$ cat src/rtl/aio_pkg.sv
`default_nettype none
package aio_pkg;

    localparam logic [9:0] LINE_PIXELS   = 10'd384;
    localparam logic [9:0] FRAME_LINES   = 10'd262;
    localparam logic [8:0] VISIBLE_LINES = 9'd224;

    localparam logic [1:0] MODE_READ  = 2'd0;
    localparam logic [1:0] MODE_WRITE = 2'd1;
    localparam logic [1:0] MODE_TICK  = 2'd2;

    localparam logic CFG_DIP_SWITCHES = 1'b0;
    localparam logic CFG_GAME_SELECT  = 1'b1;

    localparam logic [7:0] DIP_RESET = 8'd136;

    localparam logic [13:0] PAGE_MASK     = 14'h3fc0;
    localparam logic [13:0] PAGE_SWITCH   = 14'h0800;
    localparam logic [13:0] PAGE_COIN     = 14'h0840;
    localparam logic [13:0] PAGE_START    = 14'h0880;
    localparam logic [13:0] PAGE_SERVICE  = 14'h08c0;
    localparam logic [13:0] BLOCK_MASK    = 14'h3c00;
    localparam logic [13:0] BLOCK_LINE    = 14'h0c00;
    localparam logic [13:0] BLOCK_SYNC    = 14'h1000;
    localparam logic [13:0] WBLOCK_MASK   = 14'h3f80;
    localparam logic [13:0] WBLOCK_LATCH  = 14'h0c00;
    localparam logic [13:0] WBLOCK_WDOG   = 14'h0c80;
    localparam logic [13:0] WBLOCK_IRQACK = 14'h0e00;
    localparam logic [13:0] TONE_ADDR     = 14'h0791;
    localparam logic [13:0] TONE_MIR_MASK = 14'h3c7f;
    localparam logic [13:0] TONE_MIR_ADDR = 14'h0011;

    localparam logic [5:0] SW_DIP_MASK = 6'h0b;
    localparam logic [5:0] SW_BIT_MASK = 6'h17;
    localparam logic [5:0] SW_DIP0     = 6'h00;
    localparam logic [5:0] SW_DIP1     = 6'h01;
    localparam logic [5:0] SW_DIP2     = 6'h02;
    localparam logic [5:0] SW_DIP3     = 6'h03;
    localparam logic [5:0] SW_GSEL_LO  = 6'h00;
    localparam logic [5:0] SW_TRIG0    = 6'h04;
    localparam logic [5:0] SW_TRIG1    = 6'h05;
    localparam logic [5:0] SW_SERVE    = 6'h06;
    localparam logic [5:0] SW_GSEL_HI  = 6'h07;

    localparam logic [2:0] WSEL_SERVE_LAMP  = 3'd1;
    localparam logic [2:0] WSEL_START1_LAMP = 3'd3;
    localparam logic [2:0] WSEL_START2_LAMP = 3'd4;
    localparam logic [2:0] WSEL_MASK0       = 3'd5;
    localparam logic [2:0] WSEL_MASK1       = 3'd6;
    localparam logic [2:0] WSEL_COIN        = 3'd7;

    localparam logic [4:0] IRQ_LINE_PHASE = 5'd16;
    localparam logic [7:0] TRIGGER_BASE   = 8'd72;

    typedef struct packed {
        logic [1:0]  mode;
        logic [13:0] address;
        logic [7:0]  write_data;
        logic [7:0]  paddle;
        logic [1:0]  coin_switches;
        logic [1:0]  start_switches;
        logic [1:0]  service_switches;
        logic        serve_button;
    } req_word_t;

    typedef struct packed {
        logic [7:0] read_data;
        logic       irq_line;
        logic       nmi_line;
        logic       tone_on;
        logic       lamp_zero;
        logic       lamp_one;
        logic       coin_counter;
        logic       watchdog_kick;
    } rsp_word_t;

endpackage
`default_nettype wire

$ cat src/rtl/aio_core.sv
`default_nettype none
module aio_core
    import aio_pkg::*;
(
    input  wire logic      clk,
    input  wire logic      rst_n,
    input  wire logic      cfg_we,
    input  wire logic      cfg_index,
    input  wire logic [7:0] cfg_data,
    input  wire logic      accept,
    input  wire req_word_t word,
    output rsp_word_t      result
);

    logic [7:0] dip_reg;
    logic [1:0] gsel_reg;
    logic [8:0] hcount_reg, hcount_next;
    logic [8:0] vcount_reg, vcount_next;
    logic       irq_reg, irq_next;
    logic [1:0] pmask_reg, pmask_next;
    logic [1:0] ptrig_reg, ptrig_next;
    logic [7:0] tline_reg, tline_next;
    logic       thalf_reg, thalf_next;
    logic       tarmed_reg, tarmed_next;
    logic       sync_reg, sync_next;
    logic [7:0] tone_byte_reg, tone_byte_next;
    logic       tone_reg, tone_next;
    logic [2:0] lamp_reg, lamp_next;

    logic [8:0] h_inc, v_inc;
    logic [5:0] sw_off;
    logic [1:0] nmi_src;
    logic [7:0] sw_rd;
    logic [7:0] rd;
    logic       kick;
    logic       b0;

    assign nmi_src = ptrig_reg & ~pmask_reg;
    assign sw_off  = word.address[5:0];
    assign b0      = word.address[0];
    assign h_inc   = hcount_reg + 9'd1;
    assign v_inc   = vcount_reg + 9'd1;

    always_comb
    begin
        sw_rd = 8'hff;
        if ((sw_off & SW_DIP_MASK) == SW_DIP0)
            sw_rd = sw_rd & {dip_reg[1:0], 6'h3f};
        if ((sw_off & SW_DIP_MASK) == SW_DIP1)
            sw_rd = sw_rd & {dip_reg[3:2], 6'h3f};
        if ((sw_off & SW_DIP_MASK) == SW_DIP2)
            sw_rd = sw_rd & {dip_reg[7:6], 6'h3f};
        if ((sw_off & SW_DIP_MASK) == SW_DIP3)
            sw_rd = sw_rd & {dip_reg[5:4], 6'h3f};
        if ((sw_off & SW_BIT_MASK) == SW_GSEL_LO)
            sw_rd = sw_rd & {gsel_reg[0], 7'h7f};
        if ((sw_off & SW_BIT_MASK) == SW_TRIG0)
            sw_rd = sw_rd & {nmi_src[0], 7'h7f};
        if ((sw_off & SW_BIT_MASK) == SW_TRIG1)
            sw_rd = sw_rd & {nmi_src[1], 7'h7f};
        if ((sw_off & SW_BIT_MASK) == SW_SERVE)
            sw_rd = sw_rd & {word.serve_button, 7'h7f};
        if ((sw_off & SW_BIT_MASK) == SW_GSEL_HI)
            sw_rd = sw_rd & {gsel_reg[1], 7'h7f};
    end

    always_comb
    begin
        hcount_next    = hcount_reg;
        vcount_next    = vcount_reg;
        irq_next       = irq_reg;
        pmask_next     = pmask_reg;
        ptrig_next     = ptrig_reg;
        tline_next     = tline_reg;
        thalf_next     = thalf_reg;
        tarmed_next    = tarmed_reg;
        sync_next      = sync_reg;
        tone_byte_next = tone_byte_reg;
        tone_next      = tone_reg;
        lamp_next      = lamp_reg;
        rd             = 8'hff;
        kick           = 1'b0;
        unique case (word.mode)
            MODE_READ:
            begin
                priority if ((word.address & PAGE_MASK) == PAGE_SWITCH)
                    rd = sw_rd;
                else if ((word.address & PAGE_MASK) == PAGE_COIN)
                    rd = {word.coin_switches, 6'h3f};
                else if ((word.address & PAGE_MASK) == PAGE_START)
                    rd = {~word.start_switches, 6'h3f};
                else if ((word.address & PAGE_MASK) == PAGE_SERVICE)
                    rd = {~word.service_switches, 6'h3f};
                else if ((word.address & BLOCK_MASK) == BLOCK_LINE)
                begin
                    sync_next = ~hcount_reg[8] & hcount_reg[7];
                    rd        = vcount_reg[7:0];
                end
                else if ((word.address & BLOCK_MASK) == BLOCK_SYNC)
                    rd = {sync_reg, 7'h7f};
                else
                    rd = 8'hff;
            end
            MODE_WRITE:
            begin
                if (word.address == TONE_ADDR
                    || (word.address & TONE_MIR_MASK) == TONE_MIR_ADDR)
                    tone_byte_next = word.write_data;
                priority if ((word.address & WBLOCK_MASK) == WBLOCK_LATCH)
                begin
                    unique case (word.address[6:4])
                        WSEL_SERVE_LAMP:  lamp_next[0] = ~b0;
                        WSEL_START1_LAMP: lamp_next[0] = b0;
                        WSEL_START2_LAMP: lamp_next[1] = b0;
                        WSEL_MASK0:
                        begin
                            pmask_next[0] = ~b0;
                            ptrig_next[0] = 1'b0;
                        end
                        WSEL_MASK1:
                        begin
                            pmask_next[1] = ~b0;
                            ptrig_next[1] = 1'b0;
                        end
                        WSEL_COIN:        lamp_next[2] = b0;
                        default:          lamp_next = lamp_reg;
                    endcase
                end
                else if ((word.address & WBLOCK_MASK) == WBLOCK_WDOG)
                    kick = 1'b1;
                else if ((word.address & WBLOCK_MASK) == WBLOCK_IRQACK)
                    irq_next = 1'b0;
                else
                    kick = 1'b0;
            end
            MODE_TICK:
            begin
                hcount_next = h_inc;
                if ({1'b0, h_inc} >= LINE_PIXELS)
                begin
                    hcount_next = 9'd0;
                    vcount_next = v_inc;
                    if ({1'b0, v_inc} >= FRAME_LINES)
                        vcount_next = 9'd0;
                end
                if (hcount_next == 9'd0 && vcount_next[1:0] == 2'd0)
                begin
                    if (vcount_next[4:0] == IRQ_LINE_PHASE)
                        irq_next = 1'b1;
                    tone_next = |(tone_byte_reg & {1'b0, vcount_next[8:2]});
                    if (vcount_next == VISIBLE_LINES)
                    begin
                        tline_next  = TRIGGER_BASE + {1'b0, word.paddle[7:1]};
                        thalf_next  = word.paddle[0];
                        tarmed_next = 1'b1;
                    end
                end
                if (tarmed_next && vcount_next == {1'b0, tline_next}
                    && hcount_next == {1'b0, thalf_next, 7'd0})
                begin
                    ptrig_next[0] = 1'b1;
                    tarmed_next   = 1'b0;
                end
            end
            default:
            begin
                rd = 8'hff;
            end
        endcase
    end

    always_comb
    begin
        result.read_data     = rd;
        result.irq_line      = irq_next;
        result.nmi_line      = |(ptrig_next & ~pmask_next);
        result.tone_on       = tone_next;
        result.lamp_zero     = lamp_next[0];
        result.lamp_one      = lamp_next[1];
        result.coin_counter  = lamp_next[2];
        result.watchdog_kick = kick;
    end

    always_ff @(posedge clk or negedge rst_n)
    begin
        if (!rst_n)
        begin
            dip_reg  <= DIP_RESET;
            gsel_reg <= 2'd0;
        end
        else if (cfg_we)
        begin
            unique case (cfg_index)
                CFG_DIP_SWITCHES: dip_reg  <= cfg_data;
                CFG_GAME_SELECT:  gsel_reg <= cfg_data[1:0];
                default:          dip_reg  <= dip_reg;
            endcase
        end
    end

    always_ff @(posedge clk or negedge rst_n)
    begin
        if (!rst_n)
        begin
            hcount_reg    <= 9'd0;
            vcount_reg    <= 9'd0;
            irq_reg       <= 1'b0;
            pmask_reg     <= 2'd0;
            ptrig_reg     <= 2'd0;
            tline_reg     <= 8'd0;
            thalf_reg     <= 1'b0;
            tarmed_reg    <= 1'b0;
            sync_reg      <= 1'b0;
            tone_byte_reg <= 8'd0;
            tone_reg      <= 1'b0;
            lamp_reg      <= 3'd0;
        end
        else if (accept)
        begin
            hcount_reg    <= hcount_next;
            vcount_reg    <= vcount_next;
            irq_reg       <= irq_next;
            pmask_reg     <= pmask_next;
            ptrig_reg     <= ptrig_next;
            tline_reg     <= tline_next;
            thalf_reg     <= thalf_next;
            tarmed_reg    <= tarmed_next;
            sync_reg      <= sync_next;
            tone_byte_reg <= tone_byte_next;
            tone_reg      <= tone_next;
            lamp_reg      <= lamp_next;
        end
    end

endmodule
`default_nettype wire

$ cat src/rtl/aio_out_buf.sv
`default_nettype none
module aio_out_buf
    import aio_pkg::*;
(
    input  wire logic      clk,
    input  wire logic      rst_n,
    input  wire logic      push,
    input  wire rsp_word_t push_word,
    output logic           full,
    output logic           valid,
    input  wire logic      stall,
    output rsp_word_t      word
);

    logic      out_valid_reg;
    logic      skid_valid_reg;
    rsp_word_t out_word_reg;
    rsp_word_t skid_word_reg;
    logic      take;

    assign take  = out_valid_reg && !stall;
    assign full  = skid_valid_reg;
    assign valid = out_valid_reg;
    assign word  = out_word_reg;

    always_ff @(posedge clk or negedge rst_n)
    begin
        if (!rst_n)
        begin
            out_valid_reg  <= 1'b0;
            skid_valid_reg <= 1'b0;
        end
        else
        begin
            if (skid_valid_reg)
            begin
                if (take)
                    skid_valid_reg <= 1'b0;
            end
            else if (push)
            begin
                if (!out_valid_reg || take)
                    out_valid_reg <= 1'b1;
                else
                    skid_valid_reg <= 1'b1;
            end
            else if (take)
                out_valid_reg <= 1'b0;
        end
    end

    always_ff @(posedge clk)
    begin
        if (skid_valid_reg)
        begin
            if (take)
                out_word_reg <= skid_word_reg;
        end
        else if (push)
        begin
            if (!out_valid_reg || take)
                out_word_reg <= push_word;
            else
                skid_word_reg <= push_word;
        end
    end

endmodule
`default_nettype wire

$ cat src/rtl/arcade_io_and_interrupt_unit.sv
// I/O and interrupt unit for a small 6502 arcade board. Each word on req is a
// CPU read, a CPU write or one pixel tick of the beam, and gives exactly one
// word on rsp with the read byte (255 when nothing is read) and the levels of
// IRQ, NMI, tone, lamps and coin counter after that word, plus the watchdog
// pulse. Each word is decoded against the beam counters and latches and the
// response is registered in the same cycle, so req takes a word every cycle
// while req_stall is low. A two-deep output stage holds responses while rsp is
// stalled; req stalls only once both are full. The user, not the block, must
// write DIP switches and game select via cfg while no words are in flight.
`default_nettype none
module arcade_io_and_interrupt_unit
    import aio_pkg::*;
(
    input  wire logic       clk,
    input  wire logic       rst_n,
    input  wire logic       cfg_we,
    input  wire logic       cfg_index,
    input  wire logic [7:0] cfg_data,
    input  wire logic       req_valid,
    output logic            req_stall,
    input  wire req_word_t  req,
    output logic            rsp_valid,
    input  wire logic       rsp_stall,
    output rsp_word_t       rsp
);

    logic      accept;
    logic      buf_full;
    rsp_word_t result;

    assign req_stall = buf_full;
    assign accept    = req_valid && !buf_full;

    aio_core u_core (
        .clk       (clk),
        .rst_n     (rst_n),
        .cfg_we    (cfg_we),
        .cfg_index (cfg_index),
        .cfg_data  (cfg_data),
        .accept    (accept),
        .word      (req),
        .result    (result)
    );

    aio_out_buf u_out_buf (
        .clk       (clk),
        .rst_n     (rst_n),
        .push      (accept),
        .push_word (result),
        .full      (buf_full),
        .valid     (rsp_valid),
        .stall     (rsp_stall),
        .word      (rsp)
    );

endmodule
`default_nettype wire
$ cat config.mk
export PLATFORM = sky130hd
export DESIGN_NAME = arcade_io_and_interrupt_unit
export DESIGN_NICKNAME = d
export VERILOG_FILES = /design/src/rtl/aio_pkg.sv /design/src/rtl/aio_core.sv /design/src/rtl/aio_out_buf.sv /design/src/rtl/arcade_io_and_interrupt_unit.sv
export SDC_FILE = /design/constraint.sdc
export NUM_CORES = 1
export LEC_CHECK = 0
export ABC_AREA = 1
export BUFFER_PORTS_ARGS = -buffer_cell sky130_fd_sc_hd__buf_2
export CORE_ASPECT_RATIO = 1.1
export CORE_MARGIN = 2
export CORE_UTILIZATION = 46
export DETAILED_ROUTE_END_ITERATION = 6
export GPL_TIMING_DRIVEN = 0
export PLACE_DENSITY = 0.78
export SYNTH_ARGS = -nofsm -noshare
export SYNTH_HDL_FRONTEND = slang
export SYNTH_SLANG_ARGS = --single-unit
$ cat constraint.sdc
create_clock -name clk -period 3.8 [get_ports clk]
set_input_delay 0.95 -clock clk [delete_from_list [all_inputs] [get_ports clk]]
set_output_delay 0.95 -clock clk [all_outputs]
set_load 0.01 [all_outputs]
* Yosys cells after proc, flatten, opt, wreduce, memory -nomap -nowiden
Index checks and enable logic that the tools add are counted.
** Operators by class
- Add/sub/neg operators :: 3
- Multipliers :: 0
- Divide/modulo/power cells :: 0
- Magnitude comparators :: 2
- Equal/unequal tests :: 32
- Shift-type cells :: 0
- Mux-type cells :: 68
- Bitwise operators :: 25
- Reductions and logical operators :: 28
** Operators with widths (number)
- 8-bit 2-to-1 mux :: 19
- 8-bit bitwise AND :: 8
- 15-bit 2-to-1 mux :: 4
- 9-bit 2-to-1 mux :: 5
- 8-bit by 6-bit equality test with 1-bit output (second input constant) :: 4
- 1-bit 2-to-1 mux :: 32
- 7-bit by 5-bit equality test with 1-bit output (second input constant) :: 3
- 4-bit by 3-bit equality test with 1-bit output (second input constant) :: 5
- 9-bit by 1-bit adder with 9-bit output (second input constant) :: 2
- 9-bit by 8-bit equality test with 1-bit output :: 2
- 9-bit greater-or-equal comparator (second input constant) :: 2
- 14-bit by 11-bit equality test with 1-bit output (second input constant) :: 1
- 3-bit equality test (second input constant) :: 4
- 6-bit zero test :: 2
- 3-bit AND reduction :: 4
- 11-bit by 5-bit equality test with 1-bit output (second input constant) :: 1
- 3-bit by 2-bit equality test with 1-bit output (second input constant) :: 3
- 9-bit by 8-bit equality test with 1-bit output (second input constant) :: 1
- 9-bit zero test :: 1
- 1-bit inverter :: 9
- 7-bit by 7-bit adder with 8-bit output (first input constant) :: 1
- 8-bit by 7-bit bitwise AND with 8-bit output :: 1
- 2-bit inverter :: 4
- 8-bit OR reduction :: 1
- 20 further kinds :: 39
** Storage, ports and cells
- Bits in registers :: 88
- Latch bits :: 0
- Memory bits (writable) :: 0
- ROM bits :: 0
- Bits of input ports :: 53
- Logic and storage cells :: 190
- Memories :: 0

* Longest topological paths before layout
Gate-level depths: netlist of the first run.
- Word-level depth :: 23
- Gate-level depth with buffers :: 29

* Hierarchy
Synthesis of the first run repeated with hierarchy kept, for this count alone.
** Unflattened totals
- Cells, all modules :: 667
- Area total of the unflattened synthesis :: 5122.4 µm²
** Modules (own cells, without submodules)
- aio_core :: times used 1, cells an instance 566, area each 3890.0 µm²
- aio_out_buf :: times used 1, cells an instance 99, area each 1222.4 µm²
- arcade_io_and_interrupt_unit :: times used 1, cells an instance 2, area each 10.0 µm²

* Worst setup path after synthesis of the first run
No wires, ideal clock.
- Kind :: reg2reg
- From :: reg u_core.vcount_reg[0]
- To :: reg u_out_buf.out_word_reg, in the netlist u_out_buf.word[5], data pin
- Arrival time :: 2.678 ns
- Setup slack :: 0.992 ns
- Stages on the path, launching flop included :: 27
- Buffers on the path :: 0
- Clock period less this slack :: 2.808 ns
- Path through :: dfrtp_1 ha_1 nand2_2 inv_1 nand3_1 nand2_1 nor2_1 nand3_1 nand2_2 nand2_1 nand2_2 nand3_2 nor2_8 nand3_4 nand2_2 nand2_1 nand2_1 nand2_1 nor2_2 nand3_1 o21bai_1 nand2_1 nand2_2 nand3_2 nand2_2 nand2_1 nand2_1
** RTL lines
- start: declaration :: RTL line aio_core.sv:18 : logic [8:0] vcount_reg, vcount_next;
- start signal: assignment :: RTL line aio_core.sv:221 : vcount_reg <= vcount_next;
- end signal: assignment :: RTL line aio_out_buf.sv:57 : out_word_reg <= skid_word_reg;
- end signal: assignment :: RTL line aio_out_buf.sv:62 : out_word_reg <= push_word;
- end: declaration :: RTL line aio_out_buf.sv:17 : rsp_word_t out_word_reg;

==> metrics.yaml, run 1 <==
clock_network:
  post_cts_resized: 0
  holdBufCountCts: 0
  cts_root_buffer: "clkbuf_16"
  cts.sinks: 87
  clkLatencyLatePin_ns: 0.34
  clk_path_buf_depth: 2
  cts_max_level: 3
  cts_tree: "done"
  clkTransAtPathRegs_ns: 0.06
  cts_buffers: 9
  post_cts_buffers: 0
drt:
  drc: 0
  firstDrtPassIters: 5
  drt-initial-drc-count: 300
  wl_per_cell_um: 13.7
  viasPerCell: 5.14
  via_count: 4479
  ant_nets: 0
  drt_wl_total_mm: 12.0
worst_setup_path:
  r2r_setup_slack_ns: 0.36
  endpoint_kind: "register"
  slowest_stage: "dfrtp_2"
  critPathLaunchType: "register"
  ff2ff_path_depth: 26
  r2r_start: "u_core.vcount_reg[0]"
  r2r-end: "u_out_buf.word[5]"
  crit_type: "register to register"
  critPathMaxFanout: 7
  crit_top_cell: "nand2_1"
  slowest_delay_ns: 0.46
  cp.required_ns: 4.01
  arrival_ns: 3.65
logic_synthesis:
  ys_seq_elements: 87
  synth_area_leaders: "dfrtp_1 (27%), edfxtp_1 (18%), nand2_1 (13%)"
  synth.top_cell.area_share_pct: 26.8
  syn_avg_cell_area_um2: 8.00
  synthMuxAreaShare_pct: 2.85
  synth_area_leader_cell: "dfrtp_1"
  seq_area_frac_synth_pct: 45.3
  synthAdderAreaFrac_pct: 1.70
  synth_compound_area_share_pct: 10.2
  syn-instance-count: 643
  synth-xor-area-share_pct: 1.19
  syn_nets: 703
  synth_edf_count: 30
  post_synth_num_cell_types: 45
  synth_top_family_by_area: "simple AND/OR/NAND/NOR gates"
  synth_flop_cell: "dfrtp_1"
  syn-cell-area_um2: 5140
  yosys.area_share.simple_pct: 31.6
  async_flop_share_pct: 65.5
  ys_warn_count: 0
die:
  ios: 70
  die_area_um2: 12000
  core_um2: 10900
  die_h_um: 115
  rows: 40
  die_w_um: 105
  initial_core_util_pct: 47.1
grt:
  grt_overflow_total: 0
  grt.total_usage_pct: 21.0
  grt_pass1_wl_mm: 20.3
  antenna_found_initial: 0
  grt_pass1_vias: 4310
  grt_max_degree: 58
pwr:
  p_leak_nw: 2.75
  power.total_w: 0.00340
  powerDensity_nw_per_um2: 568
  ir_drop_v: 0.000223
timing:
  rsz0062_at_grt: "no"
  hold_viol_final: 0
  final_max_slew_viol_count: 0
  finalSetupTns_ns: 0
  clock.fmax_mhz: 291
  skew_ns: 0.00541
  finalCritPeriodShare_pct: 90.5
  whs_ns: 0.489
  worstMarginPinSlew_ns: 1.06
  period_minus_slack_ns: 3.44
  setup_viol: 0
  setup_ws_ns: 0.359
  slew_headroom_pct: 29.0
placement:
  gp_congestion: 0.911
  dp_hpwl_mm: 9.19
  numPortBuffers: 66
  pre_cts_ws_ns: 0.401
  dpl_cell_area_um2: 5660
hold_path:
  holdPathStages: 2
  hold_path_class: "register to register"
  hp-start: "u_core.tline_reg[1]"
  hold_end: "u_core.tline_reg[1]"
run_status:
  run_status: "complete, no violations"
cells_and_area:
  fin_area_um2: 5980
  nets: 780
  drive_above_1_share_pct: 20.7
  antennaDiodeCount: 0
  area_growth_pct: 16.3
run:
  max-cap-violations: 0
## power by group
group	internal, W	total, W	switching, W
logic	0.000388	0.00117	0.000781
registers	0.00122	0.00136	0.000149
clock network	0.000504	0.000863	0.000359
total	0.00211	0.00340	0.00129
## through the flow
step | cells | utilization (%)
global placement | 856 | 51.8
detailed placement | 856 | 51.8
finish | 872 | 54.8
global route | 872 | 54.8
floorplan | 643 | -
CTS | 872 | 54.5
## layer usage
layer / wire (µm) / up-vias / global-route usage, %
li1: - / 2281 / -
met1: 5360 / 2085 / 26.8
met2: 6010 / 101 / 36.5
met3: 455 / 12 / 3.57
met4: 155 / 0 / 6.76
met5: 0 / - / 0
## synth_stat cells (2+ instances only)
library cell,count
nand3_1,66
xor2_1,6
nand2_4,4
nand2_2,12
inv_1,71
o21ai_1,3
o21bai_1,2
o211ai_1,3
a21oi_2,5
nor2_1,51
dfstp_2,2
o21ai_2,3
mux2_2,13
edfxtp_1,30
nand3_2,3
inv_2,4
nor2_2,8
buf_2,2
nor2_8,2
clkbuf_1,10
nand4_1,8
ha_1,7
nor3_1,3
o21ai_0,50
nand2_1,173
dfrtp_1,55
a21oi_1,7
a31oi_1,7
o22ai_1,4
nor2_4,3
nor4_1,3
clkinv_1,3
nand3b_1,8
## critical path: cells and delay by family, from the launching register on
family          cells  cell delay [ns]
fa+ha+maj           1             0.26
simple gates       22             2.06
flops               1             0.46
compound gates      2             0.42
buf+inv             1             0.08
## how the worst max path moves through the flow
stage / startpoint / to / slack (ns) / depth (start not counted)
2_1_floorplan: u_core.vcount_reg[0] / u_out_buf.word[5] / 0.99 / 26
3_3_place_gp: u_core.vcount_reg[0] / u_out_buf.word[5] / 0.41 / 26
3_5_place_dp: u_core.vcount_reg[0] / u_out_buf.word[5] / 0.40 / 25
4_1_cts: u_core.vcount_reg[0] / u_out_buf.word[5] / 0.36 / 25
5_1_grt: u_core.vcount_reg[0] / u_out_buf.word[5] / 0.03 / 28
6_report: u_core.vcount_reg[0] / u_out_buf.word[5] / 0.36 / 26
## cells in the final DEF (no fill, tap or decap), types with 3 or more instances in the layout
cell type / count
dfrtp_1: 53
clkinv_1: 3
a31oi_1: 7
clkbuf_16: 10
nand3b_1: 8
xor2_1: 6
nor2_4: 3
o211ai_1: 3
nor4_1: 3
nand3_2: 3
a21oi_2: 4
nor2_2: 8
nand4_1: 8
nand3_1: 66
nand2_2: 12
clkbuf_1: 12
buf_2: 67
edfxtp_1: 30
o22ai_1: 4
nor3_1: 3
o21ai_0: 50
inv_2: 4
a21oi_1: 6
nor2_1: 51
mux2_2: 13
inv_1: 71
o21ai_2: 4
ha_1: 7
nand2_1: 173
nand2_4: 4
## kinds of logic after synthesis
group                    after synthesis
AND/OR/NAND/NOR                      347
buffers and inverters                 92
AO/OA/AOI/OAI                         90
flip-flops                            87
multiplexers                          13
XOR/XNOR                               7
adder cells (fa/ha/maj)                7
## area by class of cell
class / instances / area, µm²
multi-input cells: 464 / 2470
fillers: 1019 / 4930
clock buffers: 13 / 272
flip-flops and latches: 87 / 2330
inverters: 78 / 293
plain buffers: 14 / 75.1
repair buffers: 66 / 333
well taps: 147 / 184
clock inverters: 3 / 23.8
Power figures use the tool's default switching activity.
==> run 2, diff against run 1 <==
--- a/config.mk
+++ b/config.mk
@@ -9,10 +9,10 @@
 export BUFFER_PORTS_ARGS = -buffer_cell sky130_fd_sc_hd__buf_2
 export CORE_ASPECT_RATIO = 1.1
 export CORE_MARGIN = 2
-export CORE_UTILIZATION = 46
+export CORE_UTILIZATION = 58
 export DETAILED_ROUTE_END_ITERATION = 6
 export GPL_TIMING_DRIVEN = 0
-export PLACE_DENSITY = 0.78
+export PLACE_DENSITY = 0.92
 export SYNTH_ARGS = -nofsm -noshare
 export SYNTH_HDL_FRONTEND = slang
 export SYNTH_SLANG_ARGS = --single-unit
==> metrics.yaml, run 2 (same netlist as run 1, synthesis figures left out) <==
pwr:
  powerDensity_nw_per_um2: 554
  ir_drop_v: 0.000278
  p_leak_nw: 2.72
  power.total_w: 0.00323
die:
  die_h_um: 103
  core_um2: 8740
  die_area_um2: 9630
  initial_core_util_pct: 58.8
  rows: 36
  die_w_um: 93.8
  ios: 70
cells_and_area:
  utilization_pct: 66.7
  drive_above_1_share_pct: 20.0
  antennaDiodeCount: 0
  fill_cells: 731
  multi_input_area_um2: 2440
  nets: 780
  area_growth_pct: 13.4
  final_cell_mix: "nand2_1 (173), inv_1 (71), buf_2 (67)"
  final_common_cell: "nand2_1"
  seqCellArea_um2: 2330
worst_setup_path:
  slowest_stage: "dfrtp_1"
  slowest_delay_ns: 0.51
  crit_top_cell: "nand2_1"
  critPathMaxFanout: 7
  crit_type: "register to register"
  cp.required_ns: 4.04
  critPathLaunchType: "register"
  arrival_ns: 3.80
  crit_buf_inv: 1
  r2r_setup_slack_ns: 0.24
  r2r-end: "u_out_buf.word[5]"
  ff2ff_path_depth: 25
  endpoint_kind: "register"
  r2r_start: "u_core.vcount_reg[0]"
  path_delay_family: "simple AND/OR/NAND/NOR gates"
hold_path:
  holdPathStages: 2
  hold_path_class: "register to register"
  hp-start: "u_core.dip_reg[0]"
  hold_end: "u_core.dip_reg[0]"
grt:
  grt.total_usage_pct: 25.6
  antenna_found_initial: 0
  grt_overflow_total: 0
  grt_pass1_wl_mm: 19.4
  grt_pass1_vias: 4339
  grt_max_degree: 58
timing:
  whs_ns: 0.496
  slew_headroom_pct: 14.1
  period_minus_slack_ns: 3.56
  worstMarginPinSlew_ns: 1.29
  rsz0062_at_grt: "no"
  clock.fmax_mhz: 281
  final_max_slew_viol_count: 0
  hold_viol_final: 0
  finalCritPeriodShare_pct: 93.8
  skew_ns: 0.0150
  setup_viol: 0
  finalSetupTns_ns: 0
clock_network:
  clk_path_buf_depth: 2
  cts_tree: "done"
  holdBufCountCts: 0
  cts_max_level: 3
  post_cts_resized: 0
  post_cts_buffers: 0
  cts_buffers: 9
  cts.sinks: 87
  clkTransAtPathRegs_ns: 0.09
  clkLatencyLatePin_ns: 0.37
  cts_root_buffer: "clkbuf_8"
run_status:
  run_status: "complete, no violations"
run:
  max-cap-violations: 0
drt:
  wl_per_cell_um: 14.3
  ant_nets: 0
  via_count: 4714
  drc: 0
  viasPerCell: 5.62
  drt-initial-drc-count: 352
  drt_wl_total_mm: 12.0
  firstDrtPassIters: 7
placement:
  numPortBuffers: 66
  gp_congestion: 0.941
  dp_hpwl_mm: 9.10
==> run 2: worst max path at each step <==
| stage | end | cells after the start | startpoint | slack, ns |
|---|---|---|---|---|
| 6_report | u_out_buf.word[5] | 25 | u_core.vcount_reg[0] | 0.24 |
| 5_1_grt | u_out_buf.word[5] | 25 | u_core.vcount_reg[0] | 0.02 |
| 4_1_cts | u_out_buf.word[5] | 25 | u_core.vcount_reg[0] | 0.30 |
| 3_5_place_dp | u_out_buf.word[5] | 25 | u_core.vcount_reg[0] | 0.37 |
| 3_3_place_gp | u_out_buf.word[5] | 26 | u_core.vcount_reg[0] | 0.46 |
| 2_1_floorplan | u_out_buf.word[5] | 26 | u_core.vcount_reg[0] | 0.99 |
==> run 2: worst min-delay path, stage by stage (launching register included) <==
cell	delay, ns
dfrtp_1	0.36
nand2_1	0.05
o21ai_0	0.06
==> run 2: layout make-up <==
type                       count  share of cell area [%]
inverter                      78                    5.02
clock buffer                  10                    2.19
tap                          114                    2.45
sequential                    87                    40.0
multi-input combinational    464                    41.9
buffer                        14                    1.29
timing repair buffer          66                    5.71
clock inverter                 6                    1.46
==> run 2: per-stage QoR <==
stage	instance area, µm²	std cells	setup WS, ns
6_report	5830	839	0.236
5_1_grt	5830	839	0.0171
4_1_cts	5830	839	0.301
3_5_place_dp	5610	823	0.368
3_3_place_gp	5610	823	0.465
2_1_floorplan	5140	643	0.992
==> run 2: power by group <==
group	leakage, nW	switching [W]	internal, W	total, W
logic	1.62	0.000785	0.000386	0.00117
clock network	0.106	0.000330	0.000368	0.000698
registers	0.994	0.000149	0.00121	0.00136
==> run 2: per-layer routing <==
metal,vias to the layer above,GRT usage (%),routed length [µm]
li1,2285,-,-
met1,2202,33.5,5120
met2,202,42.4,5890
met3,25,5.12,718
met4,0,10.0,236
met5,-,0,0
==> run 3, diff against run 2 <==
--- a/config.mk
+++ b/config.mk
@@ -12,7 +12,9 @@
 export CORE_UTILIZATION = 58
 export DETAILED_ROUTE_END_ITERATION = 6
 export GPL_TIMING_DRIVEN = 0
+export MAX_ROUTING_LAYER = met4
 export PLACE_DENSITY = 0.92
+export RECOVER_POWER = 25
 export SYNTH_ARGS = -nofsm -noshare
 export SYNTH_HDL_FRONTEND = slang
 export SYNTH_SLANG_ARGS = --single-unit
==> metrics.yaml, run 3 (same netlist as run 1, synthesis figures left out) <==
run_status:
  run_status: "complete, no violations"
worst_setup_path:
  arrival_ns: 3.67
  ff2ff_path_depth: 25
  r2r-end: "u_out_buf.word[5]"
  r2r_start: "u_core.hcount_reg[0]"
  critPathMaxFanout: 8
  endpoint_kind: "register"
  crit_type: "register to register"
  r2r_setup_slack_ns: 0.37
  critPathLaunchType: "register"
  cp.required_ns: 4.05
timing:
  skew_ns: 0.0170
  setup_ws_ns: 0.372
  clock.fmax_mhz: 292
  worstMarginPinSlew_ns: 1.42
  period_minus_slack_ns: 3.43
  rsz0062_at_grt: "no"
  final_max_slew_viol_count: 0
  finalSetupTns_ns: 0
  slew_headroom_pct: 5.27
  finalCritPeriodShare_pct: 90.2
  hold_viol_final: 0
  setup_viol: 0
placement:
  gp_congestion: 0.964
  dp_hpwl_mm: 9.26
  pre_cts_ws_ns: 0.456
  place_inst: 823
  numPortBuffers: 66
die:
  die_h_um: 103
  core_um2: 8740
  ios: 70
  die_w_um: 93.8
  die_area_um2: 9630
  initial_core_util_pct: 58.8
  rows: 36
drt:
  drt_wl_total_mm: 12.2
  ant_nets: 0
  viasPerCell: 5.62
  firstDrtPassIters: 6
  wl_per_cell_um: 14.6
  drt-initial-drc-count: 412
  via_count: 4716
  drc: 0
clock_network:
  clkTransAtPathRegs_ns: 0.09
  cts_root_buffer: "clkbuf_8"
  cts_buffers: 9
  cts_max_level: 3
  clkLatencyLatePin_ns: 0.38
  cts_tree: "done"
  cts.sinks: 87
  post_cts_buffers: 0
  clk_path_buf_depth: 2
grt:
  grt.total_usage_pct: 27.1
  grt_overflow_total: 0
  grt_pass1_vias: 4450
  antenna_found_initial: 0
  grt_max_degree: 58
  grt_pass1_wl_mm: 19.9
cells_and_area:
  final_common_cell: "nand2_1"
  drive_above_1_share_pct: 20.4
  utilization_pct: 66.7
  antennaDiodeCount: 0
  final_cell_mix: "nand2_1 (173), inv_1 (71), buf_2 (66), nand3_1 (66), dfrtp_1 (54)"
  area_growth_pct: 13.4
  layoutNonFillerInstCount: 839
  nets: 780
hold_path:
  holdPathStages: 2
  hp-start: "u_core.tline_reg[1]"
  hold_end: "u_core.tline_reg[1]"
  hold_path_class: "register to register"
pwr:
  powerDensity_nw_per_um2: 555
  power.total_w: 0.00324
  ir_drop_v: 0.000320
  p_leak_nw: 2.71
run:
  max-cap-violations: 0
==> run 3: changes by cell type in the layout (fill, tap and decap cells not counted), sizes merged <==
| cell | delta |
|---|---|
| buf | -2 |
| bufinv | -1 |
| clkbuf | +2 |
| clkinv | -1 |
| clkinvlp | +1 |
| inv | +1 |
==> run 3: worst max-delay path by stage <==
stage                                     from  slack, ns                end  depth (start not counted)
after CTS                 u_core.vcount_reg[0]       0.41  u_out_buf.word[5]                         26
after floorplan           u_core.vcount_reg[0]       0.99  u_out_buf.word[5]                         26
after detailed placement  u_core.vcount_reg[0]       0.46  u_out_buf.word[5]                         26
after global routing      u_core.vcount_reg[1]       0.02  u_out_buf.word[5]                         25
final                     u_core.hcount_reg[0]       0.37  u_out_buf.word[5]                         25
after global placement    u_core.vcount_reg[0]       0.46  u_out_buf.word[5]                         26
==> run 3: metrics by stage <==
step | instance area [µm²] | hold WS, ns
2_1_floorplan | 5140 | 0.446
4_1_cts | 5830 | 0.499
6_report | 5830 | 0.499
5_1_grt | 5830 | 0.529
3_5_place_dp | 5610 | 0.477
3_3_place_gp | 5610 | 0.466
==> run 3: worst max-delay path, stage by stage, from the launching register on <==
cell,delay [ns]
dfrtp_1,0.39
ha_1,0.23
nand2_1,0.08
nor2_2,0.14
nand2_1,0.11
nand2_1,0.08
nand2_1,0.08
nor2_4,0.22
nor2_1,0.08
nor2_2,0.25
nand3_2,0.18
nor2_8,0.18
nand3_4,0.14
nand2_1,0.11
nand2_1,0.07
nand2_1,0.06
nand2_1,0.05
nor2_1,0.13
nand2_1,0.10
o21bai_1,0.16
nand2_1,0.08
nand2_2,0.08
nand3_2,0.06
nand2_2,0.10
nand2_1,0.06
nand2_1,0.05
==> run 3: power breakdown <==
group	internal (W)	switching, W	leakage [nW]
clock network	0.000345	0.000349	0.108
logic	0.000385	0.000797	1.61
registers	0.00121	0.000148	0.993
==> run 3: final cells by class <==
cell class | instances | area (µm²)
fillers | 730 | 2910
multi-input cells | 464 | 2440
flip-flops and latches | 87 | 2330
repair buffers | 66 | 329
inverters | 78 | 293
clock buffers | 10 | 149
well taps | 114 | 143
plain buffers | 14 | 75.1
clock inverters | 6 | 65.1
==> run 3: metal layers <==
| metal | track usage (%) | share of wire [%] | wire, µm | up-vias |
|---|---|---|---|---|
| li1 | - | - | - | 2281 |
| met3 | 5.92 | 6.0 | 734 | 23 |
| met5 | - | 0 | 0 | - |
| met4 | 9.25 | 2.0 | 250 | 0 |
| met1 | 33.7 | 42 | 5120 | 2228 |
| met2 | 44.2 | 50 | 6110 | 184 |
==> run 3: what timing repair did <==
action                                  4_1_cts  5_1_grt
hold buffers                                  0        0
gates resized for setup                       0        1
endpoints found under the setup margin        0        1
hold endpoints to repair                      0        0
